**src/rtl/dtq_pkg.sv**
```systemverilog
// ----------------------------------------------------------------------------
// dtq_pkg
// Shared types and codes for the delta-list timer queue: operation and status
// codes, controller states, and the command and status bundles that join the
// controller to the datapath.
// ----------------------------------------------------------------------------
package dtq_pkg;

    typedef enum logic [1:0] {
        OP_INSERT = 2'd0,
        OP_REMOVE = 2'd1,
        OP_LOOKUP = 2'd2,
        OP_NONE   = 2'd3
    } op_t;

    typedef enum logic [1:0] {
        ST_OK        = 2'd0,
        ST_NOT_FOUND = 2'd1,
        ST_FULL      = 2'd2
    } status_t;

    typedef struct packed {
        logic [15:0] thread;
        logic [15:0] delta;
        logic [7:0]  sem;
    } entry_t;

    typedef enum logic [3:0] {
        S_IDLE,
        S_DECODE,
        S_PRIME,
        S_WALK,
        S_UP_RD,
        S_UP_WR,
        S_PUT_SUCC,
        S_PUT_NEW,
        S_DN_RD,
        S_DN_WR,
        S_DONE
    } state_t;

    typedef enum logic [1:0] {
        RD_ZERO,
        RD_NEXT,
        RD_UP,
        RD_DN
    } rd_sel_t;

    typedef enum logic [2:0] {
        WR_NONE,
        WR_UP,
        WR_DN,
        WR_SUCC,
        WR_NEW
    } wr_sel_t;

    typedef struct packed {
        logic    load;
        logic    walk_adv;
        logic    sub_wait;
        logic    hold;
        logic    sh_init_up;
        logic    sh_init_dn;
        logic    sh_dec;
        logic    sh_inc;
        logic    cnt_inc;
        logic    cnt_dec;
        logic    set_status;
        status_t status_val;
        rd_sel_t rd_sel;
        wr_sel_t wr_sel;
    } dp_cmd_t;

    typedef struct packed {
        op_t  op;
        logic full;
        logic empty;
        logic le;
        logic match;
        logic last;
        logic up_done;
        logic dn_done;
    } dp_stat_t;

endpackage

```
**src/rtl/dtq_datapath.sv**
```systemverilog
// ----------------------------------------------------------------------------
// dtq_datapath
// Entry store, walk and shift counters, remaining-wait register and result
// registers of the delta-list timer queue. Acts only on controller commands.
// ----------------------------------------------------------------------------
module dtq_datapath
    import dtq_pkg::*;
#(
    parameter int DEPTH = 16
)
(
    input  logic        clk,
    input  logic        rst_n,
    input  dp_cmd_t     cmd,
    input  logic [1:0]  op,
    input  logic [15:0] thread_id,
    input  logic [15:0] wait_time,
    input  logic [7:0]  sem_tag,
    output dp_stat_t    stat,
    output logic [1:0]  status,
    output logic [4:0]  entry_count,
    output logic [15:0] head_delta
);

    localparam int IDX_W = (DEPTH > 1) ? $clog2(DEPTH) : 1;
    localparam int CNT_W = $clog2(DEPTH + 1);

    entry_t             mem [DEPTH];
    entry_t             rdata_reg;
    entry_t             held_reg;
    op_t                op_reg;
    logic [15:0]        tid_reg;
    logic [15:0]        wait_reg;
    logic [7:0]         sem_reg;
    logic [CNT_W-1:0]   idx_reg;
    logic [CNT_W-1:0]   pos_reg;
    logic [CNT_W-1:0]   sh_reg;
    logic [CNT_W-1:0]   count_reg;
    logic [15:0]        head_reg;
    status_t            status_reg;

    logic [CNT_W-1:0]   rd_full_addr;
    logic [CNT_W-1:0]   wr_full_addr;
    logic [IDX_W-1:0]   rd_addr;
    logic [IDX_W-1:0]   wr_addr;
    entry_t             wr_data;
    logic               wr_en;
    logic [CNT_W-1:0]   idx_plus;
    logic [CNT_W-1:0]   pos_plus;
    logic [31:0]        count_wide;

    assign idx_plus = idx_reg + CNT_W'(1);
    assign pos_plus = pos_reg + CNT_W'(1);

    always_comb
    begin
        unique case (cmd.rd_sel)
            RD_ZERO: rd_full_addr = '0;
            RD_NEXT: rd_full_addr = idx_plus;
            RD_UP:   rd_full_addr = sh_reg - CNT_W'(1);
            RD_DN:   rd_full_addr = sh_reg;
            default: rd_full_addr = '0;
        endcase
    end

    assign rd_addr = rd_full_addr[IDX_W-1:0];

    always_comb
    begin
        wr_en        = 1'b1;
        wr_full_addr = '0;
        wr_data      = rdata_reg;
        unique case (cmd.wr_sel)
            WR_NONE:
            begin
                wr_en = 1'b0;
            end
            WR_UP:
            begin
                wr_full_addr = sh_reg;
            end
            WR_DN:
            begin
                wr_full_addr = sh_reg - CNT_W'(1);
                if (sh_reg == pos_plus)
                begin
                    wr_data.delta = rdata_reg.delta + held_reg.delta;
                end
            end
            WR_SUCC:
            begin
                wr_full_addr  = pos_plus;
                wr_data       = held_reg;
                wr_data.delta = held_reg.delta - wait_reg;
            end
            WR_NEW:
            begin
                wr_full_addr = pos_reg;
                wr_data      = '{thread: tid_reg, delta: wait_reg, sem: sem_reg};
            end
            default:
            begin
                wr_en = 1'b0;
            end
        endcase
    end

    assign wr_addr = wr_full_addr[IDX_W-1:0];

    always_ff @(posedge clk)
    begin
        if (wr_en)
        begin
            mem[wr_addr] <= wr_data;
        end
        rdata_reg <= mem[rd_addr];
    end

    always_ff @(posedge clk)
    begin
        if (cmd.load)
        begin
            op_reg   <= op_t'(op);
            tid_reg  <= thread_id;
            wait_reg <= wait_time;
            sem_reg  <= sem_tag;
            idx_reg  <= '0;
            pos_reg  <= '0;
        end
        else
        begin
            if (cmd.sub_wait)
            begin
                wait_reg <= wait_reg - rdata_reg.delta;
            end
            if (cmd.walk_adv)
            begin
                idx_reg <= idx_plus;
                pos_reg <= idx_plus;
            end
            if (cmd.hold)
            begin
                held_reg <= rdata_reg;
                pos_reg  <= idx_reg;
            end
        end
        if (cmd.sh_init_up)
        begin
            sh_reg <= count_reg;
        end
        else if (cmd.sh_init_dn)
        begin
            sh_reg <= idx_plus;
        end
        else if (cmd.sh_dec)
        begin
            sh_reg <= sh_reg - CNT_W'(1);
        end
        else if (cmd.sh_inc)
        begin
            sh_reg <= sh_reg + CNT_W'(1);
        end
    end

    always_ff @(posedge clk or negedge rst_n)
    begin
        if (!rst_n)
        begin
            count_reg  <= '0;
            head_reg   <= '0;
            status_reg <= ST_OK;
        end
        else
        begin
            if (cmd.cnt_inc)
            begin
                count_reg <= count_reg + CNT_W'(1);
            end
            else if (cmd.cnt_dec)
            begin
                count_reg <= count_reg - CNT_W'(1);
            end
            if (wr_en && (wr_full_addr == '0))
            begin
                head_reg <= wr_data.delta;
            end
            if (cmd.set_status)
            begin
                status_reg <= cmd.status_val;
            end
        end
    end

    always_comb
    begin
        stat.op      = op_reg;
        stat.full    = (count_reg == CNT_W'(DEPTH));
        stat.empty   = (count_reg == '0);
        stat.le      = (rdata_reg.delta <= wait_reg);
        stat.match   = (rdata_reg.thread == tid_reg);
        stat.last    = (idx_plus == count_reg);
        stat.up_done = (sh_reg == pos_plus);
        stat.dn_done = (sh_reg == count_reg);
    end

    assign count_wide  = 32'(count_reg);
    assign status      = status_reg;
    assign entry_count = count_wide[4:0];
    assign head_delta  = (count_reg == '0) ? 16'd0 : head_reg;

endmodule

```
**src/rtl/dtq_ctrl.sv**
```systemverilog
// ----------------------------------------------------------------------------
// dtq_ctrl
// Controller of the delta-list timer queue. Sequences the walk over the
// entries, the shift that opens or closes a gap, and the result strobe.
// ----------------------------------------------------------------------------
module dtq_ctrl
    import dtq_pkg::*;
(
    input  logic     clk,
    input  logic     rst_n,
    input  logic     start,
    input  dp_stat_t stat,
    output dp_cmd_t  cmd,
    output logic     busy,
    output logic     done
);

    state_t state_reg;
    state_t state_next;

    always_ff @(posedge clk or negedge rst_n)
    begin
        if (!rst_n)
        begin
            state_reg <= S_IDLE;
        end
        else
        begin
            state_reg <= state_next;
        end
    end

    always_comb
    begin
        state_next = state_reg;
        unique case (state_reg)
            S_IDLE:
            begin
                if (start)
                begin
                    state_next = S_DECODE;
                end
            end
            S_DECODE:
            begin
                unique case (stat.op)
                    OP_INSERT:
                    begin
                        if (stat.full)
                        begin
                            state_next = S_DONE;
                        end
                        else if (stat.empty)
                        begin
                            state_next = S_PUT_NEW;
                        end
                        else
                        begin
                            state_next = S_PRIME;
                        end
                    end
                    OP_REMOVE, OP_LOOKUP:
                    begin
                        state_next = stat.empty ? S_DONE : S_PRIME;
                    end
                    default:
                    begin
                        state_next = S_DONE;
                    end
                endcase
            end
            S_PRIME:
            begin
                state_next = S_WALK;
            end
            S_WALK:
            begin
                if (stat.op == OP_INSERT)
                begin
                    if (!stat.le)
                    begin
                        state_next = S_UP_RD;
                    end
                    else if (stat.last)
                    begin
                        state_next = S_PUT_NEW;
                    end
                end
                else if (stat.match)
                begin
                    state_next = (stat.op == OP_REMOVE) ? S_DN_RD : S_DONE;
                end
                else if (stat.last)
                begin
                    state_next = S_DONE;
                end
            end
            S_UP_RD:
            begin
                state_next = stat.up_done ? S_PUT_SUCC : S_UP_WR;
            end
            S_UP_WR:
            begin
                state_next = S_UP_RD;
            end
            S_PUT_SUCC:
            begin
                state_next = S_PUT_NEW;
            end
            S_PUT_NEW:
            begin
                state_next = S_DONE;
            end
            S_DN_RD:
            begin
                state_next = stat.dn_done ? S_DONE : S_DN_WR;
            end
            S_DN_WR:
            begin
                state_next = S_DN_RD;
            end
            S_DONE:
            begin
                state_next = S_IDLE;
            end
            default:
            begin
                state_next = S_IDLE;
            end
        endcase
    end

    always_comb
    begin
        cmd            = '0;
        cmd.status_val = ST_OK;
        cmd.rd_sel     = RD_ZERO;
        cmd.wr_sel     = WR_NONE;
        busy           = (state_reg != S_IDLE);
        done           = (state_reg == S_DONE);
        unique case (state_reg)
            S_IDLE:
            begin
                cmd.load = start;
            end
            S_DECODE:
            begin
                cmd.set_status = 1'b1;
                unique case (stat.op)
                    OP_INSERT:
                    begin
                        cmd.status_val = stat.full ? ST_FULL : ST_OK;
                    end
                    OP_REMOVE, OP_LOOKUP:
                    begin
                        cmd.status_val = stat.empty ? ST_NOT_FOUND : ST_OK;
                    end
                    default:
                    begin
                        cmd.status_val = ST_OK;
                    end
                endcase
            end
            S_PRIME:
            begin
                cmd.rd_sel = RD_ZERO;
            end
            S_WALK:
            begin
                cmd.rd_sel = RD_NEXT;
                if (stat.op == OP_INSERT)
                begin
                    if (stat.le)
                    begin
                        cmd.walk_adv = 1'b1;
                        cmd.sub_wait = 1'b1;
                    end
                    else
                    begin
                        cmd.hold       = 1'b1;
                        cmd.sh_init_up = 1'b1;
                    end
                end
                else if (stat.match)
                begin
                    cmd.hold       = 1'b1;
                    cmd.sh_init_dn = 1'b1;
                end
                else if (stat.last)
                begin
                    cmd.set_status = 1'b1;
                    cmd.status_val = ST_NOT_FOUND;
                end
                else
                begin
                    cmd.walk_adv = 1'b1;
                end
            end
            S_UP_RD:
            begin
                cmd.rd_sel = RD_UP;
            end
            S_UP_WR:
            begin
                cmd.wr_sel = WR_UP;
                cmd.sh_dec = 1'b1;
            end
            S_PUT_SUCC:
            begin
                cmd.wr_sel = WR_SUCC;
            end
            S_PUT_NEW:
            begin
                cmd.wr_sel  = WR_NEW;
                cmd.cnt_inc = 1'b1;
            end
            S_DN_RD:
            begin
                cmd.rd_sel  = RD_DN;
                cmd.cnt_dec = stat.dn_done;
            end
            S_DN_WR:
            begin
                cmd.wr_sel = WR_DN;
                cmd.sh_inc = 1'b1;
            end
            S_DONE:
            begin
                cmd.load = 1'b0;
            end
            default:
            begin
                cmd.load = 1'b0;
            end
        endcase
    end

endmodule

```
**src/rtl/delta_timer_queue_top.sv**
```systemverilog
// ----------------------------------------------------------------------------
// delta_timer_queue_top
// An operation runs from start to the done strobe; the shortest ones (insert
// when full, remove or lookup when empty, unused code) go from decode straight
// to done. The single-port walk reads one entry a cycle and the shift moves
// one entry with each read state and write state pair. The next operation is
// accepted in the cycle after done. Reset clears the entry count, so the queue
// comes up empty; the entry store itself is not cleared.
// ----------------------------------------------------------------------------
module delta_timer_queue_top
    import dtq_pkg::*;
#(
    parameter int DEPTH = 16
)
(
    input  logic        clk,
    input  logic        rst_n,
    input  logic        start,
    input  logic [1:0]  op,
    input  logic [15:0] thread_id,
    input  logic [15:0] wait_time,
    input  logic [7:0]  sem_tag,
    output logic        busy,
    output logic        done,
    output logic [1:0]  status,
    output logic [4:0]  entry_count,
    output logic [15:0] head_delta
);

    dp_cmd_t  cmd;
    dp_stat_t stat;

    dtq_ctrl u_ctrl
    (
        .clk   (clk),
        .rst_n (rst_n),
        .start (start),
        .stat  (stat),
        .cmd   (cmd),
        .busy  (busy),
        .done  (done)
    );

    dtq_datapath #(
        .DEPTH (DEPTH)
    ) u_datapath
    (
        .clk         (clk),
        .rst_n       (rst_n),
        .cmd         (cmd),
        .op          (op),
        .thread_id   (thread_id),
        .wait_time   (wait_time),
        .sem_tag     (sem_tag),
        .stat        (stat),
        .status      (status),
        .entry_count (entry_count),
        .head_delta  (head_delta)
    );

    a_accept_busy: assert property (@(posedge clk) disable iff (!rst_n)
        (start && !busy) |=> (busy && !done))
        else $error("accepted transfer did not raise busy");

    a_done_idle: assert property (@(posedge clk) disable iff (!rst_n)
        done |=> !busy)
        else $error("queue still busy after result strobe");

    a_write_busy: assert property (@(posedge clk) disable iff (!rst_n)
        (cmd.wr_sel != WR_NONE) |-> busy)
        else $error("entry store written while idle");

    a_full_count: assert property (@(posedge clk) disable iff (!rst_n)
        (done && (status == ST_FULL)) |-> stat.full)
        else $error("full status reported on a queue that is not full");

endmodule

```
**config.mk**
```make
export PLATFORM = sky130hd
export DESIGN_NAME = delta_timer_queue_top
export DESIGN_NICKNAME = d
export VERILOG_FILES = /design/src/rtl/dtq_pkg.sv /design/src/rtl/dtq_datapath.sv /design/src/rtl/dtq_ctrl.sv /design/src/rtl/delta_timer_queue_top.sv
export SDC_FILE = /design/constraint.sdc
export NUM_CORES = 1
export LEC_CHECK = 0
export CORE_ASPECT_RATIO = 0.9
export CORE_UTILIZATION = 40
export CTS_BUF_LIST = sky130_fd_sc_hd__clkbuf_8
export DETAILED_ROUTE_END_ITERATION = 12
export DONT_BUFFER_PORTS = 1
export PLACE_DENSITY = 0.64
export SYNTH_ARGS = -nofsm -noshare
export SYNTH_HDL_FRONTEND = slang
export SYNTH_SLANG_ARGS = --single-unit
```
**constraint.sdc**
```tcl
create_clock -name clk -period 10.9 [get_ports clk]
set_input_delay 1.09 -clock clk [delete_from_list [all_inputs] [get_ports clk]]
set_output_delay 1.09 -clock clk [all_outputs]
set_load 0.01 [all_outputs]
```
# Word-level counts from Yosys, hierarchy flattened
# Memory sizes are Yosys's and may differ from the RTL's. A register that Yosys moved wholly into a read port is not among the register bits.
# Cells that the tools add are included.
dict set report word_totals {
  inputBits 45
  mem_bits_ro 0
  latchBits 0
  output_inout_bits 25
  memories 1
  word_cells 127
  ff_bits 124
  ram_bits 640
}
dict set report op_classes {
  n_reduce_logical 15
  shift 0
  n_eq_ne 27
  n_mul 0
  order_cmp 1
  div_mod_pow 0
  addsub 9
  bitwise_logic 1
  n_mux 59
}
# name depth word_bits rd rd_clocked_by_memory_dff write_ports line
set mem_list {}
lappend mem_list {u_datapath.mem 16 40 1 1 1 dtq_datapath.sv:28} ;# entry_t mem [DEPTH];
# cell count
set ops {}
lappend ops {{$mux W16} 4}
lappend ops {{$pmux W16 S3} 1}
lappend ops {{$mux W5} 9}
lappend ops {{$pmux W4 S10} 1}
lappend ops {{$mux W4} 8}
lappend ops {{$pmux W16 S2} 1}
lappend ops {{$sub A16 B16 Y16} 2}
lappend ops {{$add A5 B1 Y5 const B} 4}
lappend ops {{$pmux W5 S4} 1}
lappend ops {{$mux W1} 17}
lappend ops {{$add A16 B16 Y16} 1}
lappend ops {{$eq A16 B16 Y1} 1}
lappend ops {{$eq A4 B3 Y1 const B} 4}
lappend ops {{$le A16 B16 Y1} 1}
lappend ops {{$pmux W4 S4} 1}
lappend ops {{$pmux W8 S2} 1}
lappend ops {{$eq A5 B5 Y1} 3}
lappend ops {{$eq A4 B4 Y1 const B} 3}
lappend ops {{$mux W2} 6}
lappend ops {{$mux W3} 4}
lappend ops {{$pmux W3 S4} 1}
lappend ops {{$logic_not A5 Y1} 2}
lappend ops {{$sub A5 B1 Y5 const B} 2}
lappend ops {{$eq A4 B2 Y1 const B} 2}
lappend ops {{24 further kinds} 32}

# Longest topological paths before layout
# Gate-level depths: netlist of run 1.
dict set report logic_depth {
  ltp_word 8
  ltp_mapped 12
  mapped_depth_nobuf 12
}

# Hierarchy
# A second synthesis of run 1 with hierarchy kept.
dict set report unflattened {
  hier_cells 2329
  area_unflattened_um2 29164.2
}
# mod n_inst area_per_inst_um2 seq_area_each_um2 cells_each
set modules_own_cells {}
lappend modules_own_cells {dtq_datapath 1 28571.2 18923.1 2246}
lappend modules_own_cells {dtq_ctrl 1 593.1 100.1 83}

# Worst setup path after synthesis of run 1
# OpenSTA, ideal clock, no wires.
dict set report synth_timing {
  kind {reg-to-reg}
  startpoint {register u_datapath.sh_reg[0]}
  endpoint {memory u_datapath.mem[0][10] in the netlist's numbering, enable pin}
  t_arrival_ps 3974
  synth_period_minus_slack_ps 4442
  setup_slack_ps 6458
  path_buffers 1
  required_time_ps 10432
  setup_ps 468
  path_stages_with_launch 9
  cell_sequence {edfxtp_1 -> clkbuf_1 -> inv_1 -> ha_1 -> nor3b_1 -> o21ai_0 -> a21oi_1 -> or3_4 -> nor3b_1}
}
dict set report synth_between {
  elab_chain_len 2
}
# element line
set synth_lines {}
lappend synth_lines {{start, declared} dtq_datapath.sv:37} ;# logic [CNT_W-1:0] sh_reg;
lappend synth_lines {{start signal, assigned} dtq_datapath.sv:149} ;# sh_reg <= count_reg;
lappend synth_lines {{start signal, assigned} dtq_datapath.sv:153} ;# sh_reg <= idx_plus;
lappend synth_lines {{start signal, assigned} dtq_datapath.sv:157} ;# sh_reg <= sh_reg - CNT_W'(1);
lappend synth_lines {{$sub A5 B1 Y5} --}
lappend synth_lines {{$pmux W5 S4 (*)} dtq_datapath.sv:73} ;# unique case (cmd.wr_sel)
lappend synth_lines {{end, declared} dtq_datapath.sv:28}
# Mark *: on every way between the ends. The rest lies on a longest branch, timed or not.

# Worst setup path after layout of run 1
dict set report layout_timing {
  startpoint {register u_ctrl.state_reg[2]}
  endpoint {register u_datapath.rdata_reg[8] (netlist name)}
}
dict set report layout_between {
  elab_chain_len 4
  word_cells_on_any_way 9
  cone_classes {eq/ne (6); mux (2); reduce/logical (1)}
}
# element line
set layout_lines {}
lappend layout_lines {{start, declared} dtq_ctrl.sv:18} ;# state_t state_reg;
lappend layout_lines {{start signal, assigned} dtq_ctrl.sv:29} ;# state_reg <= state_next;
lappend layout_lines {{$eq A4 B4 Y1, or another cell as far along} dtq_ctrl.sv:141} ;# unique case (state_reg)
lappend layout_lines {{$pmux W2 S3 (*)} dtq_ctrl.sv:141}
lappend layout_lines {{$eq A2 B2 Y1, or another cell as far along} dtq_datapath.sv:57} ;# unique case (cmd.rd_sel)
lappend layout_lines {{$pmux W4 S4 (*)} dtq_datapath.sv:57}
# Marks and branches as above.
# A chain may end at the register's enable or synchronous reset.

==> results of run 1 <==
-- power breakdown --
| part | total (mW) | switching (mW) | internal (mW) |
|---|---|---|---|
| sequential | 3.81 | 0.268 | 3.54 |
| combinational | 3.81 | 2.48 | 1.33 |
| clock | 1.99 | 0.967 | 1.02 |
-- critical path, delay by kind of cell, from the launching register on --
kind | cells | cell delay (ns)
AO/OA/AOI/OAI | 5 | 1.77
buffers and inverters | 1 | 0.74
flip-flops | 1 | 0.59
AND/OR/NAND/NOR | 2 | 0.91
-- through the flow --
step / util (%) / setup slack (ns) / instance area, um^2 / hold slack (ns) / cells
final: 45.1 / 6.50 / 32400 / 0.0774 / 3373
after global routing: 45.1 / 6.16 / 32400 / 0.0319 / 3373
after CTS: 45.1 / 6.56 / 32400 / 0.0297 / 3372
after detailed placement: 42.3 / 6.63 / 30400 / 0.428 / 3184
after global placement: 42.3 / 6.66 / 30400 / 0.418 / 3184
after floorplan: - / 6.46 / 29200 / 0.408 / 2321
-- per-layer routing --
layer,GRT usage [%],vias up
li1,-,8827
met1,26.3,9449
met2,31.1,639
met3,3.48,122
met4,5.21,0
met5,0,-
-- final cells by class --
type                       instances  area share [%]
inverter                          60           0.696
clock buffer                     112            4.76
multi-input combinational       1469            29.4
tap                              950            3.67
sequential                       652            58.8
clock inverter                    76            1.33
timing repair buffer              54            1.41
-- cell usage after synthesis (all sizes together) (26+ instances only) --
cell type | n | area (um^2)
ha | 56 | 701
mux2i | 26 | 260
a311oi | 65 | 569
a31oi | 82 | 513
a211oi | 166 | 1250
o21ai | 66 | 334
nand2 | 339 | 1270
clkbuf | 100 | 375
xnor2 | 55 | 482
and2 | 138 | 863
dfrtp | 27 | 676
nor2 | 80 | 313
inv | 60 | 225
nor2b | 30 | 188
buf | 40 | 211
dfxtp | 42 | 841
edfxtp | 583 | 17500
a21oi | 117 | 586
-- logic make-up after synthesis --
family                     share of synthesized area [%]
AOI/OAI and AO/OA                                   14.1
xor gates and xnor gates                            2.28
adders and majority gates                           2.68
buffers and inverters                               2.78
DFF                                                 65.2
muxes                                               1.50
and+or+nand+nor                                     11.4
-- path summary, 6_finish.rpt --
path                                          start                      end  slack (ns)  cells after the start
setup / recovery                u_ctrl.state_reg[2]  u_datapath.rdata_reg[8]        6.50                      8
hold / removal                                rst_n      u_ctrl.state_reg[1]        0.08                      0
setup reg to reg                u_ctrl.state_reg[2]  u_datapath.rdata_reg[8]        6.50                      8
hold reg to reg            u_datapath.rdata_reg[23]  u_datapath.held_reg[23]        0.43                      0
max in group asynchronous                     rst_n      u_ctrl.state_reg[0]       10.72                      0
min in group clk           u_datapath.rdata_reg[23]  u_datapath.held_reg[23]        0.43                      0
==> results.md, run 1 <==
- Weighted congestion at the end of routability-driven global placement: 0.912
- Slew HR: 16.6%
- Power after layout: 9.60 mW
- M1 WL: 31.3 mm
- Cell count after synthesis: 2321
- LEAKAGE: 11.1 nW
- Total global-route track usage: 19.1%
- TritonCTS clock tree: built
- Launching element type of the critical path: flip-flop
- Pin slew with the least headroom to its limit: 1.24 ns
- Share of synthesized registers carrying an async set or reset: 4.14%
- Pin count of the biggest net entering global routing: 250
- Routed via count: 19000
- Max Cap Viol: 0
- Clock insertion delay at the later pin of the skew report: 0.72 ns
- # DRC: 0
- Setup crit end kind: flip-flop
- Fraction of final layout cells sized beyond drive strength 1: 9.70%
- List of cells traversed by the critical path: nor2b_1, nand2_1, o221ai_4, buf_12, a211oi_1, a311oi_1, a211oi_1, a21oi_1
- WL/cell: 21.1 um
- Number of pins with negative max-slew slack in the final report: 0
- Sequential fraction of the synthesis area: 65.2%
- Highest clock frequency the design can meet: 227 MHz
- Ports: 70
- Flip-flop and latch count after synthesis: 652
- Antenna-violating nets left: 0
- Count of final setup violators: 0
- Area used by multi-input combinational logic: 9510 um^2
- Starting density of the core: 40.6%
- Setup repair after global routing missed its margin: no
- Number of nets at the end of the flow: 2443
- First-pass GRT wire length: 109 mm
- Area taken by flip-flops and latches: 19000 um^2
- Core area: 71800 um^2
- Number of rows created at floorplan: 93
- Number of inserted filler cells in the final layout: 6399
- Number of buffers inserted to repair setup after CTS: 0
- Max reg flops: 512
- Mapped cell area: 29200 um^2
- Minimum clock period: 4.40 ns
- Final setup skew: 0.0445 ns
- Worst min-delay path class: in -> async
- Area of the die: 74000 um^2
- Worst supply voltage drop on vdd: 0.000256 V
- Post-synthesis to final-layout area growth: 11.0%
- Run status: complete, no violations
- Power per standard cell area: 297 nW/um^2
- Number of CTS-inserted buffers: 101
- Global route total overflow: 0
- Post_cts resized: 0
- First-pass iteration count of the detailed router: 6
- Routed length on met3: 4.49 mm
- IO Port Bufs: 0
- Clock-pin slew on the worst setup and hold paths: 0.07 ns
- Post-route fraction of the period consumed by the critical path: 40.4%
- Top layer in use: met4
- Max FO, Critical Path: 225
- Leading register cell type out of synthesis: edfxtp_1
- Distinct cell type count after synthesis: 83
- Most common cell on crit path: a211oi_1
- Slowest cell on crit path: o221ai_4
- Vert. Die Dim: 258 um
- Most frequent standard cell in the layout excluding fill and tap cells: edfxtp_1
- Setup tns final: 0 ns
- Initial antenna violation count: 1
- Hold-fix buffers at CTS: 0
- Drt initial violations: 1825
- Number of H-tree levels: 3
- Post-synthesis area per instance: 12.6 um^2
- Clock tree root buffer cell: clkbuf_8
- Net Count, Synth: 2426
- Crit path DAT: 4.94 ns
- Width of the die: 287 um
- Vias in the first global route: 18800
- Post-synth EDFFs: 583
- Clock Sink Count: 652
- Worst path required time: 11.44 ns
- Half-perimeter wire length after detailed placement: 38.3 mm
- Delay contributed by the slowest stage of the critical path: 0.83 ns
- Count of endpoints failing hold in the final timing report: 0
- Bufs on Longest Clock Path: 3
- Post-DR vias/cell: 5.64
- Commonest cells after routing, fill and taps aside: 583 x edfxtp_1, 338 x nand2_1, 165 x a211oi_1, 116 x a21oi_1, 112 x clkbuf_8
- Type of the setup path with the least slack: reg -> reg
- N_diodes: 0
- Synthesis warning total: 0
- Detailed-routed wire length on met2: 33.9 mm
- Total detailed-routing wirelength: 71.1 mm
Note: power is estimated with default switching activity, not from simulation.
==> run 2, diff against run 1 <==
--- a/config.mk
+++ b/config.mk
@@ -10,7 +10,7 @@
 export CTS_BUF_LIST = sky130_fd_sc_hd__clkbuf_8
 export DETAILED_ROUTE_END_ITERATION = 12
 export DONT_BUFFER_PORTS = 1
-export PLACE_DENSITY = 0.64
+export PLACE_DENSITY = 0.66
 export SYNTH_ARGS = -nofsm -noshare
 export SYNTH_HDL_FRONTEND = slang
 export SYNTH_SLANG_ARGS = --single-unit
==> constraint.sdc (replaced) <==
create_clock -name clk -period 3.71 [get_ports clk]
set_input_delay 0.371 -clock clk [delete_from_list [all_inputs] [get_ports clk]]
set_output_delay 0.371 -clock clk [all_outputs]
set_load 0.01 [all_outputs]
==> run 2 against run 1 <==
Compared with the run above:
- non-clock buffer count grew 80
- critical path depth is 5 higher
- global-route usage about the same
- flip-flop and latch count stayed put
- worst hold slack got worse by 0.038 ns
- largest power group is now combinational logic
- highest routed layer unchanged
==> results.md, run 2 (synthesized netlist as in run 1, its figures left out) <==
- Initial antenna violation count: 0
- Slew HR: 14.7%
- TritonCTS clock tree: built
- Total global-route track usage: 19.1%
- Worst path required time: 4.14 ns
- First-pass iteration count of the detailed router: 5
- Type of the setup path with the least slack: reg -> reg
- Summed area of non-filler cells in the final layout: 33200 um^2
- Clock-pin slew on the worst setup and hold paths: 0.07 ns
- Post-route fraction of the period consumed by the critical path: 93.4%
- Clock Sink Count: 652
- Commonest cells after routing, fill and taps aside: 583 x edfxtp_1, 337 x nand2_1, 165 x a211oi_1, 116 x a21oi_1, 111 x inv_1
- Number of nets at the end of the flow: 2523
- WL/cell: 20.8 um
- Starting density of the core: 40.6%
- Drt initial violations: 1668
- Post-DR vias/cell: 5.61
- Number of CTS-inserted buffers: 101
- Number of H-tree levels: 3
- IO Port Bufs: 0
- Max Cap Viol: 0
- Count of endpoints failing hold in the final timing report: 0
- Fraction of final layout cells sized beyond drive strength 1: 10.9%
- Clock insertion delay at the later pin of the skew report: 0.73 ns
- Vias in the first global route: 19000
- Final setup skew: 0.0482 ns
- Weighted congestion at the end of routability-driven global placement: 0.916
- N_diodes: 0
- Count of final setup violators: 0
- Most frequent standard cell in the layout excluding fill and tap cells: edfxtp_1
- Area of the die: 74000 um^2
- Setup repair after global routing missed its margin: no
- LEAKAGE: 11.5 nW
- Area after detailed placement: 31000 um^2
- Half-perimeter wire length after detailed placement: 42.0 mm
- Vert. Die Dim: 258 um
- Max FO, Critical Path: 16
- Max reg flops: 512
- Pin slew with the least headroom to its limit: 1.28 ns
- Bufs on Longest Clock Path: 3
- Number of buffers inserted to repair setup after CTS: 0
- Power per standard cell area: 856 nW/um^2
- First-pass GRT wire length: 109 mm
- Post-synthesis to final-layout area growth: 13.9%
- Antenna-violating nets left: 0
- Clock tree root buffer cell: clkbuf_8
- Width of the die: 287 um
- Core area: 71800 um^2
- Worst min-delay path class: in -> reg
- Pin count of the biggest net entering global routing: 146
- Global route total overflow: 0
- Launching element type of the critical path: flip-flop
- Number of rows created at floorplan: 93
- Final design utilization: 46.3%
- Total detailed-routing wirelength: 71.7 mm
- Setup crit end kind: flip-flop
- Worst supply voltage drop on vdd: 0.000759 V
- Setup tns final: 0 ns
- Minimum clock period: 3.46 ns
- Ports: 70
- Run status: complete, no violations
- Routed via count: 19400
- # DRC: 0
- Highest clock frequency the design can meet: 289 MHz
- Crit path DAT: 3.90 ns
- Number of pins with negative max-slew slack in the final report: 0
-- run 2: through the flow --
step	hold WS (ns)	instances	worst slack, ns	power (mW)
after floorplan	0.0754	2321	0.115	19.1
after global placement	0.0774	3229	0.151	22.4
after detailed placement	0.0775	3229	0.200	22.9
after CTS	0.000839	3450	0.176	28.5
after global routing	0.0626	3450	0.00802	30.1
final	0.0392	3450	0.246	28.4
-- run 2: routing by layer --
| layer | vias up | GRT usage [%] | share of wire, % |
|---|---|---|---|
| met4 | 0 | 5.47 | 2.0 |
| met1 | 9649 | 25.7 | 44 |
| met5 | - | 0 | 0 |
| met3 | 110 | 2.98 | 5.6 |
| li1 | 8985 | - | - |
| met2 | 616 | 32.0 | 48 |
-- run 2: critical path: stages, from the launching register on --
cell,delay [ns]
edfxtp_1,0.40
inv_1,0.08
ha_1,0.16
inv_1,0.05
fa_1,0.40
a21o_1,0.18
a21oi_1,0.24
o21ai_0,0.21
a41oi_2,0.30
o21ai_0,0.16
xor2_1,0.16
a222oi_1,0.43
nand2_1,0.19
buf_4,0.23
-- run 2: timing repair --
action                                  CTS  global route
endpoints found under the setup margin    0            32
hold buffers                             36             0
hold endpoints to repair                 61             0
resized for setup                         0             2
-- run 2: path summary, 6_finish.rpt --
path	slack, ns	cells after the start	to	startpoint
worst min-delay path	0.04	2	u_ctrl.state_reg[0]	start
worst max register to register	0.25	13	u_datapath.mem[12][22]	u_datapath.held_reg[8]
max in group asynchronous	3.40	2	u_datapath.head_reg[11]	rst_n
min in group asynchronous	0.12	2	u_ctrl.state_reg[0]	rst_n
worst max-delay path	0.25	13	u_datapath.mem[12][22]	u_datapath.held_reg[8]
worst min register to register	0.45	0	u_datapath.held_reg[21]	u_datapath.rdata_reg[21]
-- run 2: report_power, final --
part           internal [mW]  switching (mW)
clock network           2.73            2.81
logic                   4.27            7.50
registers               10.4           0.734
-- run 2: layout make-up --
| cell class | count | area, um^2 |
|---|---|---|
| Sequential cell | 652 | 19000 |
| Inverter | 60 | 225 |
| Clock inverter | 80 | 417 |
| Timing Repair Buffer | 134 | 1390 |
| Multi-Input combinational cell | 1469 | 9530 |
| Tap cell | 950 | 1190 |
| Clock buffer | 105 | 1450 |
| Fill cell | 6259 | 38600 |
